--- src/sv/vcsd_pkg.sv ---
`timescale 1ns / 1ps

package vcsd_pkg;

  localparam int unsigned ByteW  = 8;
  localparam int unsigned CoordW = 15;
  localparam int unsigned IntenW = 7;
  localparam int unsigned LenW   = 16;
  localparam int unsigned CountW = LenW + 1;
  localparam int unsigned ItemW  = 9;

  // frame parser phases
  localparam logic [1:0] PhLenHi = 2'd0;
  localparam logic [1:0] PhLenLo = 2'd1;
  localparam logic [1:0] PhCmd   = 2'd2;
  localparam logic [1:0] PhOper  = 2'd3;

  // command codes after masking
  localparam logic [ByteW-1:0] CmdBright   = 8'h10;
  localparam logic [ByteW-1:0] CmdDot      = 8'h20;
  localparam logic [ByteW-1:0] CmdLine     = 8'h30;
  localparam logic [ByteW-1:0] CmdEnd      = 8'h70;
  localparam logic [ByteW-1:0] CmdDots     = 8'h80;
  localparam logic [ByteW-1:0] CmdPath     = 8'hA0;
  localparam logic [ByteW-1:0] CmdPathNext = 8'hC0;
  localparam logic [ByteW-1:0] CmdLines    = 8'hE0;

  localparam logic [ByteW-1:0] CountedMask = 8'hE0;
  localparam logic [ByteW-1:0] SimpleMask  = 8'hF0;

  localparam logic [IntenW-1:0] IntenReset = 7'h7F;

  // signed byte times 128
  function automatic logic signed [CoordW-1:0] scale_coord(input logic [ByteW-1:0] b);
    scale_coord = {b, 7'd0};
  endfunction

endpackage

--- src/sv/vector_command_stream_decoder.sv ---
`timescale 1ns / 1ps

// Vector command stream decoder.
// Input channel: one frame byte per transfer on data_byte_i (in_valid_i / in_stall_o).
// A frame is a two-byte length, high byte first, then command and coordinate bytes.
// Output channel: one result per transfer (out_valid_o / out_stall_i), carrying a
// segment, a frame-done flag with its reason, or both. Bytes that finish nothing
// give no result.
// A taken byte goes through the input register, the decode logic and the result
// register before its result is presented on the output channel.
// Throughput: one byte per cycle while in_stall_o is low, set by the single decode
// stage between the input register and the result register.
// While the result register is full and stalled, bytes that give no result still
// go through the decoder; the first byte that gives a result waits in the input
// register and in_stall_o goes high.
// Reset clears both registers and the parser: it waits for a length high byte,
// with brightness at full scale (127).
module vector_command_stream_decoder (
  input  logic                                clk_i,
  input  logic                                rst_ni,
  input  logic                                in_valid_i,
  output logic                                in_stall_o,
  input  logic [vcsd_pkg::ByteW-1:0]          data_byte_i,
  output logic                                out_valid_o,
  input  logic                                out_stall_i,
  output logic                                segment_valid_o,
  output logic signed [vcsd_pkg::CoordW-1:0]  start_x_o,
  output logic signed [vcsd_pkg::CoordW-1:0]  start_y_o,
  output logic signed [vcsd_pkg::CoordW-1:0]  end_x_o,
  output logic signed [vcsd_pkg::CoordW-1:0]  end_y_o,
  output logic [vcsd_pkg::IntenW-1:0]         intensity_o,
  output logic                                frame_done_o,
  output logic                                done_reason_o
);
  import vcsd_pkg::*;

  // input register
  logic              in_vld_q;
  logic [ByteW-1:0]  byte_q;

  // parser state
  logic [1:0]        ph_q, ph_d;
  logic [ByteW-1:0]  lh_q, lh_d;
  logic [LenW-1:0]   fl_q, fl_d;
  logic [CountW-1:0] bc_q, bc_d;
  logic [ByteW-1:0]  cc_q, cc_d;
  logic [ItemW-1:0]  il_q, il_d;
  logic [1:0]        oi_q, oi_d;
  logic [ByteW-1:0]  cr_q [4];
  logic [ByteW-1:0]  cr_d [4];
  logic [IntenW-1:0] br_q, br_d;

  // result register
  logic                     out_vld_q;
  logic                     seg_q, done_q, reason_q;
  logic signed [CoordW-1:0] sx_q, sy_q, ex_q, ey_q;
  logic [IntenW-1:0]        inten_q;

  // decode outputs
  logic             seg, done, reason;
  logic [ByteW-1:0] sx, sy, ex, ey;
  logic             has_res;
  logic             advance;
  logic             out_free;

  logic [CountW-1:0] bc_inc;
  logic [ByteW-1:0]  cmd;
  logic [ItemW-1:0]  n_items;
  logic [ItemW-1:0]  il_dec;
  logic [1:0]        last_idx;
  logic              two_coord;

  always_comb begin
    bc_inc = (bc_q != {CountW{1'b1}}) ? bc_q + CountW'(1) : bc_q;
    if (byte_q[7]) begin
      cmd     = byte_q & CountedMask;
      n_items = (byte_q[4:0] == 5'd0) ? ItemW'(256) : ItemW'(byte_q[4:0]);
    end else begin
      cmd     = byte_q & SimpleMask;
      n_items = ItemW'(1);
    end
    il_dec    = (il_q != '0) ? il_q - ItemW'(1) : '0;
    two_coord = cc_q inside {CmdDot, CmdDots, CmdPathNext};
    last_idx  = two_coord ? 2'd1 : 2'd3;
  end

  always_comb begin
    ph_d   = ph_q;
    lh_d   = lh_q;
    fl_d   = fl_q;
    bc_d   = bc_q;
    cc_d   = cc_q;
    il_d   = il_q;
    oi_d   = oi_q;
    cr_d   = cr_q;
    br_d   = br_q;
    seg    = 1'b0;
    done   = 1'b0;
    reason = 1'b0;
    sx     = '0;
    sy     = '0;
    ex     = '0;
    ey     = '0;
    case (ph_q)
      PhLenHi: begin
        lh_d = byte_q;
        ph_d = PhLenLo;
      end
      PhLenLo: begin
        fl_d = {lh_q, byte_q};
        bc_d = '0;
        oi_d = '0;
        il_d = '0;
        if ({lh_q, byte_q} == '0) begin
          done   = 1'b1;
          reason = 1'b1;
          ph_d   = PhLenHi;
        end else begin
          ph_d = PhCmd;
        end
      end
      PhCmd: begin
        bc_d = bc_inc;
        case (cmd)
          CmdBright: br_d = {byte_q[3:0], 3'd0};
          CmdDot, CmdLine, CmdDots, CmdLines, CmdPath: begin
            cc_d = cmd;
            il_d = n_items;
            oi_d = '0;
            ph_d = PhOper;
          end
          CmdEnd: begin
            done = 1'b1;
            ph_d = PhLenHi;
          end
          default: ;
        endcase
        if (ph_d == PhCmd && bc_inc >= CountW'(fl_q)) begin
          done   = 1'b1;
          reason = 1'b1;
          ph_d   = PhLenHi;
        end
      end
      default: begin
        // operand bytes
        bc_d       = bc_inc;
        cr_d[oi_q] = byte_q;
        if (oi_q != last_idx) begin
          oi_d = oi_q + 2'd1;
        end else begin
          oi_d = '0;
          seg  = 1'b1;
          if (cc_q == CmdDot || cc_q == CmdDots) begin
            sx = cr_q[0];
            sy = byte_q;
            ex = cr_q[0];
            ey = byte_q;
          end else if (cc_q == CmdPathNext) begin
            sx      = cr_q[2];
            sy      = cr_q[3];
            ex      = cr_q[0];
            ey      = byte_q;
            cr_d[2] = cr_q[0];
            cr_d[3] = byte_q;
          end else begin
            sx = cr_q[0];
            sy = cr_q[1];
            ex = cr_q[2];
            ey = byte_q;
            if (cc_q == CmdPath) cc_d = CmdPathNext;
          end
          il_d = il_dec;
          if (il_dec == '0) begin
            ph_d = PhCmd;
            if (bc_inc >= CountW'(fl_q)) begin
              done   = 1'b1;
              reason = 1'b1;
              ph_d   = PhLenHi;
            end
          end
        end
      end
    endcase
  end

  // bytes without a result never wait on the output side
  assign has_res    = seg | done;
  assign out_free   = !out_vld_q || !out_stall_i;
  assign advance    = in_vld_q && (out_free || !has_res);
  assign in_stall_o = in_vld_q && !advance;

  always_ff @(posedge clk_i or negedge rst_ni) begin
    if (!rst_ni) begin
      in_vld_q <= 1'b0;
    end else if (!in_stall_o) begin
      in_vld_q <= in_valid_i;
    end
  end

  always_ff @(posedge clk_i) begin
    if (!in_stall_o && in_valid_i) begin
      byte_q <= data_byte_i;
    end
  end

  always_ff @(posedge clk_i or negedge rst_ni) begin
    if (!rst_ni) begin
      ph_q  <= PhLenHi;
      lh_q  <= '0;
      fl_q  <= '0;
      bc_q  <= '0;
      cc_q  <= '0;
      il_q  <= '0;
      oi_q  <= '0;
      cr_q  <= '{default: '0};
      br_q  <= IntenReset;
    end else if (advance) begin
      ph_q  <= ph_d;
      lh_q  <= lh_d;
      fl_q  <= fl_d;
      bc_q  <= bc_d;
      cc_q  <= cc_d;
      il_q  <= il_d;
      oi_q  <= oi_d;
      cr_q  <= cr_d;
      br_q  <= br_d;
    end
  end

  always_ff @(posedge clk_i or negedge rst_ni) begin
    if (!rst_ni) begin
      out_vld_q <= 1'b0;
    end else if (advance && has_res) begin
      out_vld_q <= 1'b1;
    end else if (!out_stall_i) begin
      out_vld_q <= 1'b0;
    end
  end

  always_ff @(posedge clk_i) begin
    if (advance && has_res) begin
      seg_q    <= seg;
      done_q   <= done;
      reason_q <= reason;
      sx_q     <= scale_coord(sx);
      sy_q     <= scale_coord(sy);
      ex_q     <= scale_coord(ex);
      ey_q     <= scale_coord(ey);
      inten_q  <= seg ? br_q : '0;
    end
  end

  assign out_valid_o     = out_vld_q;
  assign segment_valid_o = seg_q;
  assign start_x_o       = sx_q;
  assign start_y_o       = sy_q;
  assign end_x_o         = ex_q;
  assign end_y_o         = ey_q;
  assign intensity_o     = inten_q;
  assign frame_done_o    = done_q;
  assign done_reason_o   = reason_q;

endmodule

--- config.mk ---
export PLATFORM = sky130hd
export DESIGN_NAME = vector_command_stream_decoder
export DESIGN_NICKNAME = d
export VERILOG_FILES = /design/src/sv/vcsd_pkg.sv /design/src/sv/vector_command_stream_decoder.sv
export SDC_FILE = /design/constraint.sdc
export NUM_CORES = 1
export LEC_CHECK = 0
export BUFFER_PORTS_ARGS = -buffer_cell sky130_fd_sc_hd__buf_2
export CAP_MARGIN = 20
export CELL_PAD_IN_SITES_DETAIL_PLACEMENT = 2
export CELL_PAD_IN_SITES_GLOBAL_PLACEMENT = 2
export CORE_ASPECT_RATIO = 1.75
export CORE_MARGIN = 2
export CORE_UTILIZATION = 39
export DETAILED_ROUTE_END_ITERATION = 10
export GPL_TIMING_DRIVEN = 1
export PLACE_DENSITY = 0.9
export SLEW_MARGIN = 0
export SYNTH_ARGS = -nofsm -noshare
export SYNTH_HDL_FRONTEND = slang
export SYNTH_SLANG_ARGS = --single-unit
--- constraint.sdc ---
create_clock -name clk_i -period 9.6 [get_ports clk_i]
set_input_delay 0.48 -clock clk_i [delete_from_list [all_inputs] [get_ports clk_i]]
set_output_delay 0.48 -clock clk_i [all_outputs]
set_load 0.01 [all_outputs]
# Word-level counts from Yosys, hierarchy flattened
# Index checks and enable logic that the tools add are counted.
[word_totals] reg_bits=153 word_cells=144
[op_classes] bitwise_logic=5 reduce_logical=35 eq_ne=23 order_cmp=3 mux=52 n_addsub=3
[ops] cell="$mux 8" n=13
[ops] cell="$eq 8x8->1 const B" n=6
[ops] cell="$mux 16" n=3
[ops] cell="$mux 9" n=5
[ops] cell="$pmux 17 s2" n=1
[ops] cell="$bwmux 32" n=1
[ops] cell="$pmux 9 s3" n=1
[ops] cell="$eq 8x6->1 const B" n=3
[ops] cell="$mux 2" n=9
[ops] cell="$add 17x1->17 const B" n=1
[ops] cell="$ge 17x16->1" n=1
[ops] cell="$mux 17" n=1
[ops] cell="$ne 17x17->1 const B" n=1
[ops] cell="$demux 8 s2" n=1
[ops] cell="$logic_not 16->1" n=1
[ops] cell="$pmux 8 s2" n=1
[ops] cell="$pmux 2 s3" n=2
[ops] cell="$mux 1" n=11
[ops] cell="$ne 2x1->1 const B" n=5
[ops] cell="$logic_not 9->1" n=1
[ops] cell="$reduce_and 3->1" n=3
[ops] cell="$reduce_bool 9->1" n=1
[ops] cell="$sub 9x1->9 const B" n=1
[ops] cell="$eq 8x5->1 const B" n=1
[ops] cell="29 further kinds" n=47

# Logic depth before layout (Yosys ltp)
# Gate-level depths: netlist of run 1.
[logic_depth] depth_word=17 depth_mapped=18 ltp_nobuf=15

# Worst setup path before layout of run 1
# OpenSTA, ideal clock, no wires.
[synth_path] path_kind="register to register" start="reg bc_q[0]" end="reg reason_q, in the netlist done_reason_o, enable pin" t_required_ps=9149 path_slack_ps=3863 synth_period_minus_slack_ps=5737 t_arrival_ps=5286 stages_incl_launch_ff=16 cell_sequence="dfrtp_1 ha_1 nand3_1 or2_2 a311oi_1 nand4_1 xnor2_1 ha_1 nand3_1 nor3_1 o21ai_0 and4_1 buf_2 o21ai_0 o21ai_0 a21oi_1"
[synth_via] elab_chain_cells=12 elab_cells_between_ends=15 cone_classes="add/sub: 1; order compare: 1; eq/ne: 1; mux: 6; bitwise: 1; reduce/logical: 5"
[synth_rtl] item="start: declaration" line_no="vector_command_stream_decoder.sv:45" text="logic [CountW-1:0] bc_q, bc_d;"
[synth_rtl] item="start signal: assignment" line_no="vector_command_stream_decoder.sv:211" text="bc_q <= '0;"
[synth_rtl] item="start signal: assignment" line_no="vector_command_stream_decoder.sv:221" text="bc_q <= bc_d;"
[synth_rtl] item="$add 17x1->17 / $ne 17x17->1 (equally long branches)" line_no="vector_command_stream_decoder.sv:74" text="bc_inc = (bc_q != {CountW{1'b1}}) ? bc_q + CountW'(1) : bc_q;"
[synth_rtl] item="$mux 17 *" line_no="vector_command_stream_decoder.sv:74"
[synth_rtl] item="$ge 17x16->1 *" line_no="vector_command_stream_decoder.sv:138, vector_command_stream_decoder.sv:175"
[synth_rtl] item="$mux 1" line_no="vector_command_stream_decoder.sv:175" text="if (bc_inc >= CountW'(fl_q)) begin"
[synth_rtl] item="$mux 1" line_no="vector_command_stream_decoder.sv:173" text="if (il_dec == '0) begin"
[synth_rtl] item="$mux 1" line_no="vector_command_stream_decoder.sv:148" text="if (oi_q != last_idx) begin"
[synth_rtl] item="$pmux 1 s3 *" line_no="vector_command_stream_decoder.sv:104" text="case (ph_q)"
[synth_rtl] item="net done" line_no="vector_command_stream_decoder.sv:60" text="logic seg, done, reason;"
[synth_rtl] item="$or 1x1->1 *" line_no="vector_command_stream_decoder.sv:187" text="assign has_res = seg | done;"
[synth_rtl] item="$logic_not 1->1" line_no="vector_command_stream_decoder.sv:189" text="assign advance = in_vld_q && (out_free || !has_res);"
[synth_rtl] item="$logic_or 1x1->1" line_no="vector_command_stream_decoder.sv:189"
[synth_rtl] item="$logic_and 1x1->1" line_no="vector_command_stream_decoder.sv:189"
[synth_rtl] item="$logic_and 1x1->1 *" line_no="vector_command_stream_decoder.sv:241" text="if (advance && has_res) begin"
[synth_rtl] item="end signal: assignment" line_no="vector_command_stream_decoder.sv:244" text="reason_q <= reason;"
[synth_rtl] item="end: declaration" line_no="vector_command_stream_decoder.sv:55" text="logic seg_q, done_q, reason_q;"
# Mark *: on every way through the listed nets, which the timed path passes. The rest lies on a longest branch.
# A chain may end at the register's enable or synchronous reset.

# Worst setup path after layout of run 1
[layout_path] start="reg bc_q[0]" end="out in_stall_o"
[layout_via] elab_chain_cells=13 elab_cells_between_ends=16 cone_classes="add/sub: 1; order compare: 1; eq/ne: 1; mux: 6; bitwise: 1; reduce/logical: 6"
[layout_rtl] item="$add 17x1->17 / $ne 17x17->1 (equally long branches)" line_no="vector_command_stream_decoder.sv:74"
[layout_rtl] item="$mux 17 *" line_no="vector_command_stream_decoder.sv:74"
[layout_rtl] item="$ge 17x16->1 *" line_no="vector_command_stream_decoder.sv:138, vector_command_stream_decoder.sv:175"
[layout_rtl] item="$mux 1" line_no="vector_command_stream_decoder.sv:175"
[layout_rtl] item="$mux 1" line_no="vector_command_stream_decoder.sv:173"
[layout_rtl] item="$mux 1" line_no="vector_command_stream_decoder.sv:148"
[layout_rtl] item="$pmux 1 s3 *" line_no="vector_command_stream_decoder.sv:104"
[layout_rtl] item="net done" line_no="vector_command_stream_decoder.sv:60"
[layout_rtl] item="$or 1x1->1 *" line_no="vector_command_stream_decoder.sv:187"
[layout_rtl] item="$logic_not 1->1 *" line_no="vector_command_stream_decoder.sv:189"
[layout_rtl] item="$logic_or 1x1->1 *" line_no="vector_command_stream_decoder.sv:189"
[layout_rtl] item="$logic_and 1x1->1 *" line_no="vector_command_stream_decoder.sv:189"
[layout_rtl] item="$logic_not 1->1 *" line_no="vector_command_stream_decoder.sv:190" text="assign in_stall_o = in_vld_q && !advance;"
[layout_rtl] item="$logic_and 1x1->1 *" line_no="vector_command_stream_decoder.sv:190"
[layout_rtl] item="end: declaration" line_no="vector_command_stream_decoder.sv:22" text="output logic in_stall_o,"
# Marks and branches as above.

==> results.ini, run 1 <==
[power]
power.density_nw_per_um2=325
p_comb_share_pct=40.7
p_switching_mw=1.20
ir_worst_vdd_mv=0.103
power.leakage_nw=3.69
pwr-share-seq_pct=36.9
clkPwrFrac_pct=22.4
switching_share_pct=42.6
intPower_mw=1.61

[sta]
period_share_pct=60.8
setup_viol=0
hold-worst-slack_ns=0.0568
relSlewSlack_pct=22.3
hold_violations=0
rsz0062_at_grt=false
clock.fmax_mhz=171
worstMarginPinSlew_ns=1.13
period_minus_slack_ns=5.84
drv_slew=0
clock_skew_ns=0.0114
tns_ns=0

[detailed_routing]
firstDrtPassIters=7
drtIter0Drc=297
top_layer=met4
wire_per_inst_um=25.3
met1Wirelength_um=9330
via_per_inst=5.88
dr_wl_met2_um=14200
dr_wl_met3_um=976
ant_nets=0
drc=0
via_count=6023
totalWireLength_um=25900

[die]
start_util_pct=39.3
die_area_sq_um=20900
rows=68
io_pins=84
die-height_um=190
core_area_sq_um=19600
die_w_um=110

[yosys]
ys.flop_type=dfrtp_1
syn_area_sq_um=7690
syn_area_per_cell_sq_um=10.7
yosysMostFrequentCell=dfrtp_1
synth_compound_area_share_pct=13.7
synthTopCellsByArea=dfrtp_1, edfxtp_1, mux2_2
ys_ff_latch=145
synth_top_area_share_pct=29.9
synth-simple-area-share_pct=13.6
synth_cell_types=75
yosys.area_share.xor_xnor_pct=1.59
synth_edf_count=48
async_reset_ff_share_pct=66.9
synthTopCellsByCount=dfrtp_1, nand2_1, nor2_1
seq_area_frac_synth_pct=50.4
synth_adder_area_share_pct=4.23
syn_inst=721
muxShareOfSynthArea_pct=9.46
yosys_warnings=0
synth.largest_area_cell=dfrtp_1
synth_top_family_by_area=compound AO/OA/AOI/OAI gates

[setup_path]
cp-end-kind=primary output
path_depth=15
cp_max_fo=7
slowest_delay_ns=0.77
crit_path_end=in_stall_o
cp.required_ns=9.12
r2r-start=bc_q[0]
cpMaxStageDelayCell=a311oi_1
cp.arrival_ns=5.36
startpoint=bc_q[0]
reg2reg_slack_ns=4.14
rr_worst_depth=14
cp-start-kind=register
timing.rr.end=byte_q[0]
crit_buf_inv=1
critPathKind=register to primary output
critical-path-top-delay-family=compound AO/OA/AOI/OAI gates
path_cells=ha_1 > nand3_1 > or2_2 > a311oi_1 > nand4_1 > xnor2_1 > ha_1 > a21o_1 > a211o_1 > a41oi_1 > and4_1 > o21ai_0 > o21ai_0 > nor2_1 > buf_2

[cells_and_area]
num_antenna_cells=0
finalNonFillerCells=1024
nets=804
fillers=2067
register_area_sq_um=3870
syn_to_final_growth_pct=12.2
layout-drive-gt1-share_pct=20.8
multi_input_area_sq_um=3400

[clocking]
post_cts_buffers=0
cts_max_level=4
cts_sinks=145
clockBufferDepth=2
post_cts_resized=0
cts-root-buf=clkbuf_16
cts_hold_buf=0
clk_pin_slew_ns=0.06
clk_latency_ns=0.45
cts-buffers-inserted=17
cts_tree=yes

[global_route]
grt_pass1_wl_um=40200
grt_pass1_vias=6848
grt_max_degree=51
gr-total-overflow=0
track_usage_pct=26.0
antenna_found_initial=0

[run]
drv_cap=0

[placed_design]
dp_hpwl_um=17200
io_buffers=55
gp_congestion=0.815
dp_cells=989

[run_status]
outcome=finished clean

[min_path]
hold_class=input pin to async pin

[metrics by stage]
stage / worst slack (ns) / util (%) / total power, mW / cell area (sq um)
6_report: 3.76 / 44.1 / 2.81 / 8640
5_1_grt: 3.36 / 44.1 / 2.95 / 8640
4_1_cts: 3.84 / 43.9 / 2.78 / 8590
3_5_place_dp: 4.35 / 41.1 / 2.10 / 8050
3_3_place_gp: 4.57 / 41.1 / 1.99 / 8050
2_1_floorplan: 3.86 / - / 1.74 / 7800
[registers in the layout, indices dropped and copies added (netlist names)]
signal / cells
frame_done_o: 1
segment_valid_o: 1
bc_q: 17
br_q: 5
cr_q: 32
start_y_o: 8
cc_q: 4
byte_q: 8
end_y_o: 8
in_vld_q: 1
lh_q: 8
ph_q: 2
start_x_o: 8
done_reason_o: 1
out_valid_o: 1
il_q: 9
fl_q: 16
oi_q: 2
intensity_o: 5
end_x_o: 8
[power by group through the flow]
| stage | Combinational [mW] | Sequential (mW) | Clock, mW |
|---|---|---|---|
| 2_1_floorplan | 0.781 | 0.955 | 0 |
| 3_3_place_gp | 0.986 | 1.00 | 0 |
| 3_5_place_dp | 1.07 | 1.03 | 0 |
| 4_1_cts | 1.12 | 1.03 | 0.636 |
| 5_1_grt | 1.24 | 1.06 | 0.655 |
| 6_report | 1.14 | 1.03 | 0.629 |
[cell families (layout without fill, tap and decap cells)]
family	Yosys count	after routing
AND/OR/NAND/NOR	217	217
buffers and inverters	104	135
adder cells (fa/ha/maj)	26	26
multiplexers	62	62
flip-flops	145	145
other	1	28
AO/OA/AOI/OAI	152	152
XOR/XNOR	14	14
[worst min path at each step]
stage,end,slack [ns],cells past startpoint
final,il_q[5],0.06,1
after detailed placement,br_q[2],0.48,1
after global placement,cr_q[21],0.46,2
after floorplan,bc_q[0],0.18,0
after global routing,il_q[5],0.11,1
after CTS,il_q[5],0.08,1
[layer usage]
metal | up-vias | track usage, %
met2 | 207 | 47.0
met3 | 75 | 4.15
li1 | 2634 | -
met5 | - | 0
met4 | 0 | 14.9
met1 | 3107 | 27.7
[placed cells by master (no fill, tap or decap), drive strengths merged, types with 4 or more instances in the layout]
master    synthesis  final
o22ai             5      5
nor3b             4      4
clkbuf           21     19
a22o              7      7
nor3              9      9
conb              1     28
o221ai            4      4
xnor2            11     11
dfstp             5      5
dfrtp            92     92
buf              42     61
a222oi            8      8
and4              5      5
inv              40     44
ha               26     26
o21ai            40     40
nand2            80     80
a211oi            4      4
nand4             6      6
nand3            15     15
a22oi             8      8
nor4              5      5
clkinv            1      7
nor2             53     53
and2             14     14
clkinvlp          0      4
a31oi             4      4
a21oi            35     35
nor2b             6      6
mux2             50     50
or4               5      5
mux2i            12     12
edfxtp           48     48
[cell type report]
cell class / instances / share of cell area, %
clock buffers: 18 / 5.08
repair buffers: 62 / 4.10
flip-flops and latches: 145 / 44.9
clock inverters: 14 / 1.22
inverters: 41 / 1.78
multi-input cells: 499 / 39.4
well taps: 245 / 3.55
(Power assumes the default switching activity.)
==> inputs of run 2 (changes only) <==
Settings changed: ABC_AREA from default to 1, CORE_UTILIZATION 39 to 35, PLACE_DENSITY 0.9 to 0.88.
Clock period 9.6 ns to 5.6 ns, I/O delays scaled along.
==> results.ini, run 2 <==
[run_status]
outcome=finished clean

[yosys]
syn_inst=997
synth.largest_area_cell=dfrtp_1
synthTopCellsByCount=nand2_1, inv_1, dfrtp_1
seq_area_frac_synth_pct=48.2
ys.flop_type=dfrtp_1
syn_area_per_cell_sq_um=8.06
synthTopCellsByArea=dfrtp_1, edfxtp_1, nand2_1
ys_ff_latch=145
synth_top_area_share_pct=28.6
async_reset_ff_share_pct=66.9
yosys_warnings=0
yosysMostFrequentCell=nand2_1
synth_cell_types=40
synth_edf_count=48
syn_area_sq_um=8040

[setup_path]
critPathKind=register to register
rr_worst_depth=33
cpMaxStageDelayCell=nor4_1
cp.required_ns=5.94
reg2reg_slack_ns=0.41
cp-end-kind=register
cp_max_fo=15
cp.arrival_ns=5.53
timing.rr.end=fl_q[14]
cp-start-kind=register
r2r-start=bc_q[0]
slowest_delay_ns=0.43
cp_common_cell=nand2_1

[detailed_routing]
ant_nets=0
via_count=7399
firstDrtPassIters=5
wire_per_inst_um=23.9
totalWireLength_um=32300
via_per_inst=5.47
drtIter0Drc=392
drc=0

[power]
power.density_nw_per_um2=559
power.leakage_nw=4.21
ir_worst_vdd_mv=0.252

[global_route]
grt_max_degree=58
grt_pass1_wl_um=50500
antenna_found_initial=0
gr-total-overflow=0
track_usage_pct=27.6
grt_pass1_vias=8446

[sta]
hold-worst-slack_ns=0.0238
drv_slew=0
relSlewSlack_pct=26.4
period_share_pct=92.7
clock.fmax_mhz=193
rsz0062_at_grt=false
clock_skew_ns=0.0127
setup_viol=0
period_minus_slack_ns=5.19
tns_ns=0
worstMarginPinSlew_ns=1.10
hold_violations=0

[placed_design]
dpl_cell_area_sq_um=8410
dp_cells=1313
io_buffers=55
dp_hpwl_um=20000
gp_congestion=0.893

[run]
drv_cap=0

[cells_and_area]
layout-drive-gt1-share_pct=10.7
nets=1078
fillers=2644
reg_top3=cr_q x32, bc_q x17, fl_q x16
largest_register_ffs=32
finalNonFillerCells=1352
final_common_cell=nand2_1
fin_util_pct=40.0
top_register=cr_q
final_area_sq_um=9070
num_antenna_cells=0
layout_common_cells=nand2_1, inv_1, dfrtp_1, o21ai_0, nor2_1
syn_to_final_growth_pct=12.9

[clocking]
clockBufferDepth=2
post_cts_buffers=0
clk_pin_slew_ns=0.07
cts_sinks=145
cts-buffers-inserted=17
cts_tree=yes
cts-root-buf=clkbuf_16
cts_max_level=4
clk_latency_ns=0.46

[die]
start_util_pct=35.5
rows=73
core_area_sq_um=22700
die_area_sq_um=24200
die-height_um=204
die_w_um=119
io_pins=84

[min_path]
hold_end=byte_q[5]
min_path_cells=1
hold_class=input pin to register
worstHoldStart=data_byte_i[5]

run 2: cell types whose count changed in the layout (fill, tap and decap cells not counted), sizes merged, moves of 8 or more:
cell / delta
and2: -13
mux2: -50
a222oi: -8
o21ai: +59
nand2: +211
inv: +73
xnor2: -10
nor2: +23
dlygate4sd3: +8
nand3: +21
a21oi: +17
mux2i: -12
nand4: +40
run 2: cells by family after synthesis:
logic type | after synthesis | synth area share [%]
AO/OA/AOI/OAI | 157 | 9.90
XOR/XNOR | 11 | 1.20
adder cells (fa/ha/maj) | 26 | 4.05
buffers and inverters | 192 | 11.1
flip-flops | 145 | 48.2
other | 1 | 0.0467
AND/OR/NAND/NOR | 465 | 25.5
run 2: worst max-delay path, delay by kind of cell, from the launching register on:
family	cells	cell delay (ns)
DFF	1	0.40
and+or+nand+nor	24	3.15
AOI/OAI and AO/OA	1	0.13
xor gates and xnor gates	1	0.26
adders and majority gates	2	0.51
buffers and inverters	5	0.62
run 2: area by class of cell:
cell class	count	area, sq um	area share, %
clock buffers	21	440	4.86
clock inverters	10	138	1.52
inverters	118	448	4.94
multi-input cells	687	3380	37.2
flip-flops and latches	145	3870	42.7
well taps	300	375	4.14
repair buffers	71	418	4.61
run 2: timing repair:
item / 4_1_cts / 5_1_grt
hold endpoints to repair: 46 / 1
hold buffers: 7 / 1
endpoints found under the setup margin: 0 / 40
resized for setup: 0 / 2
run 2: where the power goes:
| group | leakage, nW | switching (mW) | internal [mW] |
|---|---|---|---|
| clock network | 0.277 | 0.509 | 0.698 |
| registers | 1.67 | 0.306 | 1.41 |
| logic | 2.26 | 1.57 | 0.581 |
run 2: worst max path at each step:
stage,from,end,slack (ns),cells past startpoint
floorplan,bc_q[0],done_reason_o,1.04,31
global placement,bc_q[0],end_x_o[7],0.95,30
detailed placement,bc_q[0],end_x_o[8],0.57,30
CTS,bc_q[0],start_x_o[14],0.29,30
global route,bc_q[0],fl_q[1],0.12,33
finish,bc_q[0],fl_q[14],0.41,33
run 2: metrics by stage:
| step | setup WS (ns) | power (mW) |
|---|---|---|
| floorplan | 1.04 | 3.00 |
| global placement | 0.948 | 3.49 |
| detailed placement | 0.574 | 3.67 |
| CTS | 0.289 | 4.99 |
| global route | 0.116 | 5.36 |
| finish | 0.411 | 5.07 |
run 2: metal layers:
metal  share of wire (%)  routed length (um)  GRT usage (%)
met5                   0                   0              0
met4                 6.0                1940           16.9
met3                 3.2                1040           4.10
met2                  54               17500           51.1
met1                  36               11800           28.9
==> inputs of run 3 (changes only) <==
Settings changed: CORE_MARGIN 2 to default, TNS_END_PERCENT from default to 50.
==> results.ini, run 3 (same netlist as run 2, synthesis figures left out) <==
[detailed_routing]
via_count=7230
via_per_inst=5.35
ant_nets=0
drtIter0Drc=354
firstDrtPassIters=4
wire_per_inst_um=23.0
drc=0
totalWireLength_um=31000

[sta]
tns_ns=0
period_minus_slack_ns=5.14
relSlewSlack_pct=28.0
setup_viol=0
clock_skew_ns=0.0139
hold-worst-slack_ns=-0.000684
drv_slew=0
rsz0062_at_grt=false
clock.fmax_mhz=194
hold_violations=1
worstMarginPinSlew_ns=1.08
period_share_pct=91.8

[clocking]
cts_tree=yes
cts-root-buf=clkbuf_16
cts-buffers-inserted=17
cts_max_level=4
clk_latency_ns=0.46
clockBufferDepth=2
post_cts_buffers=0
cts_sinks=145
clk_pin_slew_ns=0.07

[setup_path]
cp.required_ns=5.69
cp-end-kind=register
slowest_delay_ns=0.45
critPathKind=register to register
cp-start-kind=register
cpMaxStageDelayCell=inv_4
cp.arrival_ns=5.23
cp_common_cell=nand2_1
cp_max_fo=40

[cells_and_area]
multi_input_area_sq_um=3380
reg_top3=cr_q x32, bc_q x17, fl_q x16
num_antenna_cells=0
top_register=cr_q
final_common_cell=nand2_1
layout_common_cells=nand2_1, inv_1, dfrtp_1, o21ai_0, nor2_1
nets=1076
final_area_sq_um=9070
layout-drive-gt1-share_pct=10.8
largest_register_ffs=32
fillers=2648
register_area_sq_um=3870
syn_to_final_growth_pct=12.8

[die]
rows=73
die-height_um=202
die_w_um=117
start_util_pct=35.5
core_area_sq_um=22700
io_pins=84
die_area_sq_um=23600

[placed_design]
io_buffers=55
dp_hpwl_um=19900
dpl_cell_area_sq_um=8400
gp_congestion=0.858

[power]
ir_worst_vdd_mv=0.248
power.density_nw_per_um2=549
power.leakage_nw=4.21

[global_route]
track_usage_pct=28.2
grt_max_degree=73
antenna_found_initial=0
grt_pass1_vias=8347
grt_pass1_wl_um=48500
gr-total-overflow=0

[run]
drv_cap=0

[run_status]
outcome=finished, violations left
violations=negative hold slack

[min_path]
hold_class=input pin to register

run 3: path summary, 6_finish.rpt:
check | endpoint | cells after the start | slack (ns) | startpoint
worst max-delay path | end_x_o[12] | 30 | 0.46 | bc_q[0]
worst min-delay path | byte_q[3] | 1 | -0.0007 | data_byte_i[3]
worst max register to register | end_x_o[12] | 30 | 0.46 | bc_q[0]
worst min register to register | br_q[3] | 2 | 0.48 | br_q[3]
max in group asynchronous | fl_q[3] | 3 | 3.93 | rst_ni
min in group asynchronous | lh_q[2] | 2 | 0.28 | rst_ni
run 3: report_power, final:
group / internal (mW) / switching, mW / total [mW]
combinational: 0.573 / 1.50 / 2.08
clock: 0.687 / 0.508 / 1.19
sequential: 1.41 / 0.296 / 1.71
run 3: layout make-up:
type                    count  area share [%]
multi-input cells         687            37.2
well taps                 300            4.14
flip-flops and latches    145            42.7
clock buffers              26            5.73
repair buffers             69            4.44
clock inverters             6           0.773
inverters                 118            4.94
run 3: metal layers:
| metal | vias up | routed length, um | global-route usage (%) |
|---|---|---|---|
| met5 | - | 0 | 0 |
| met4 | 0 | 1990 | 19.0 |
| met3 | 115 | 1060 | 5.10 |
| met2 | 206 | 16900 | 50.6 |
| met1 | 3639 | 11000 | 29.1 |
| li1 | 3270 | - | - |
run 3: timing repair:
action,CTS,global route
endpoints found under the hold margin,31,1
hold buffers,7,1
endpoints found under the setup margin,0,40
gates resized for setup,0,2
run 3: metrics by stage:
step | total power, mW | cells | worst slack [ns] | utilization [%] | hold slack, ns
after global placement | 3.49 | 1311 | 0.996 | 37.1 | 0.220
final | 4.98 | 1351 | 0.458 | 40.0 | -0.000684
after global routing | 5.27 | 1351 | 0.127 | 40.0 | 0.00224
after detailed placement | 3.67 | 1311 | 0.577 | 37.1 | 0.223
after floorplan | 3.00 | 1024 | 1.04 | - | -0.0156
after CTS | 4.93 | 1350 | 0.383 | 40.0 | 0.00240
run 3: worst max-delay path: cells and delay by family (launching register included):
| family | cells | cell delay, ns |
|---|---|---|
| AO/OA/AOI/OAI | 1 | 0.17 |
| XOR/XNOR | 1 | 0.26 |
| adder cells (fa/ha/maj) | 2 | 0.49 |
| buffers and inverters | 5 | 0.77 |
| flip-flops | 1 | 0.40 |
| AND/OR/NAND/NOR | 21 | 2.62 |
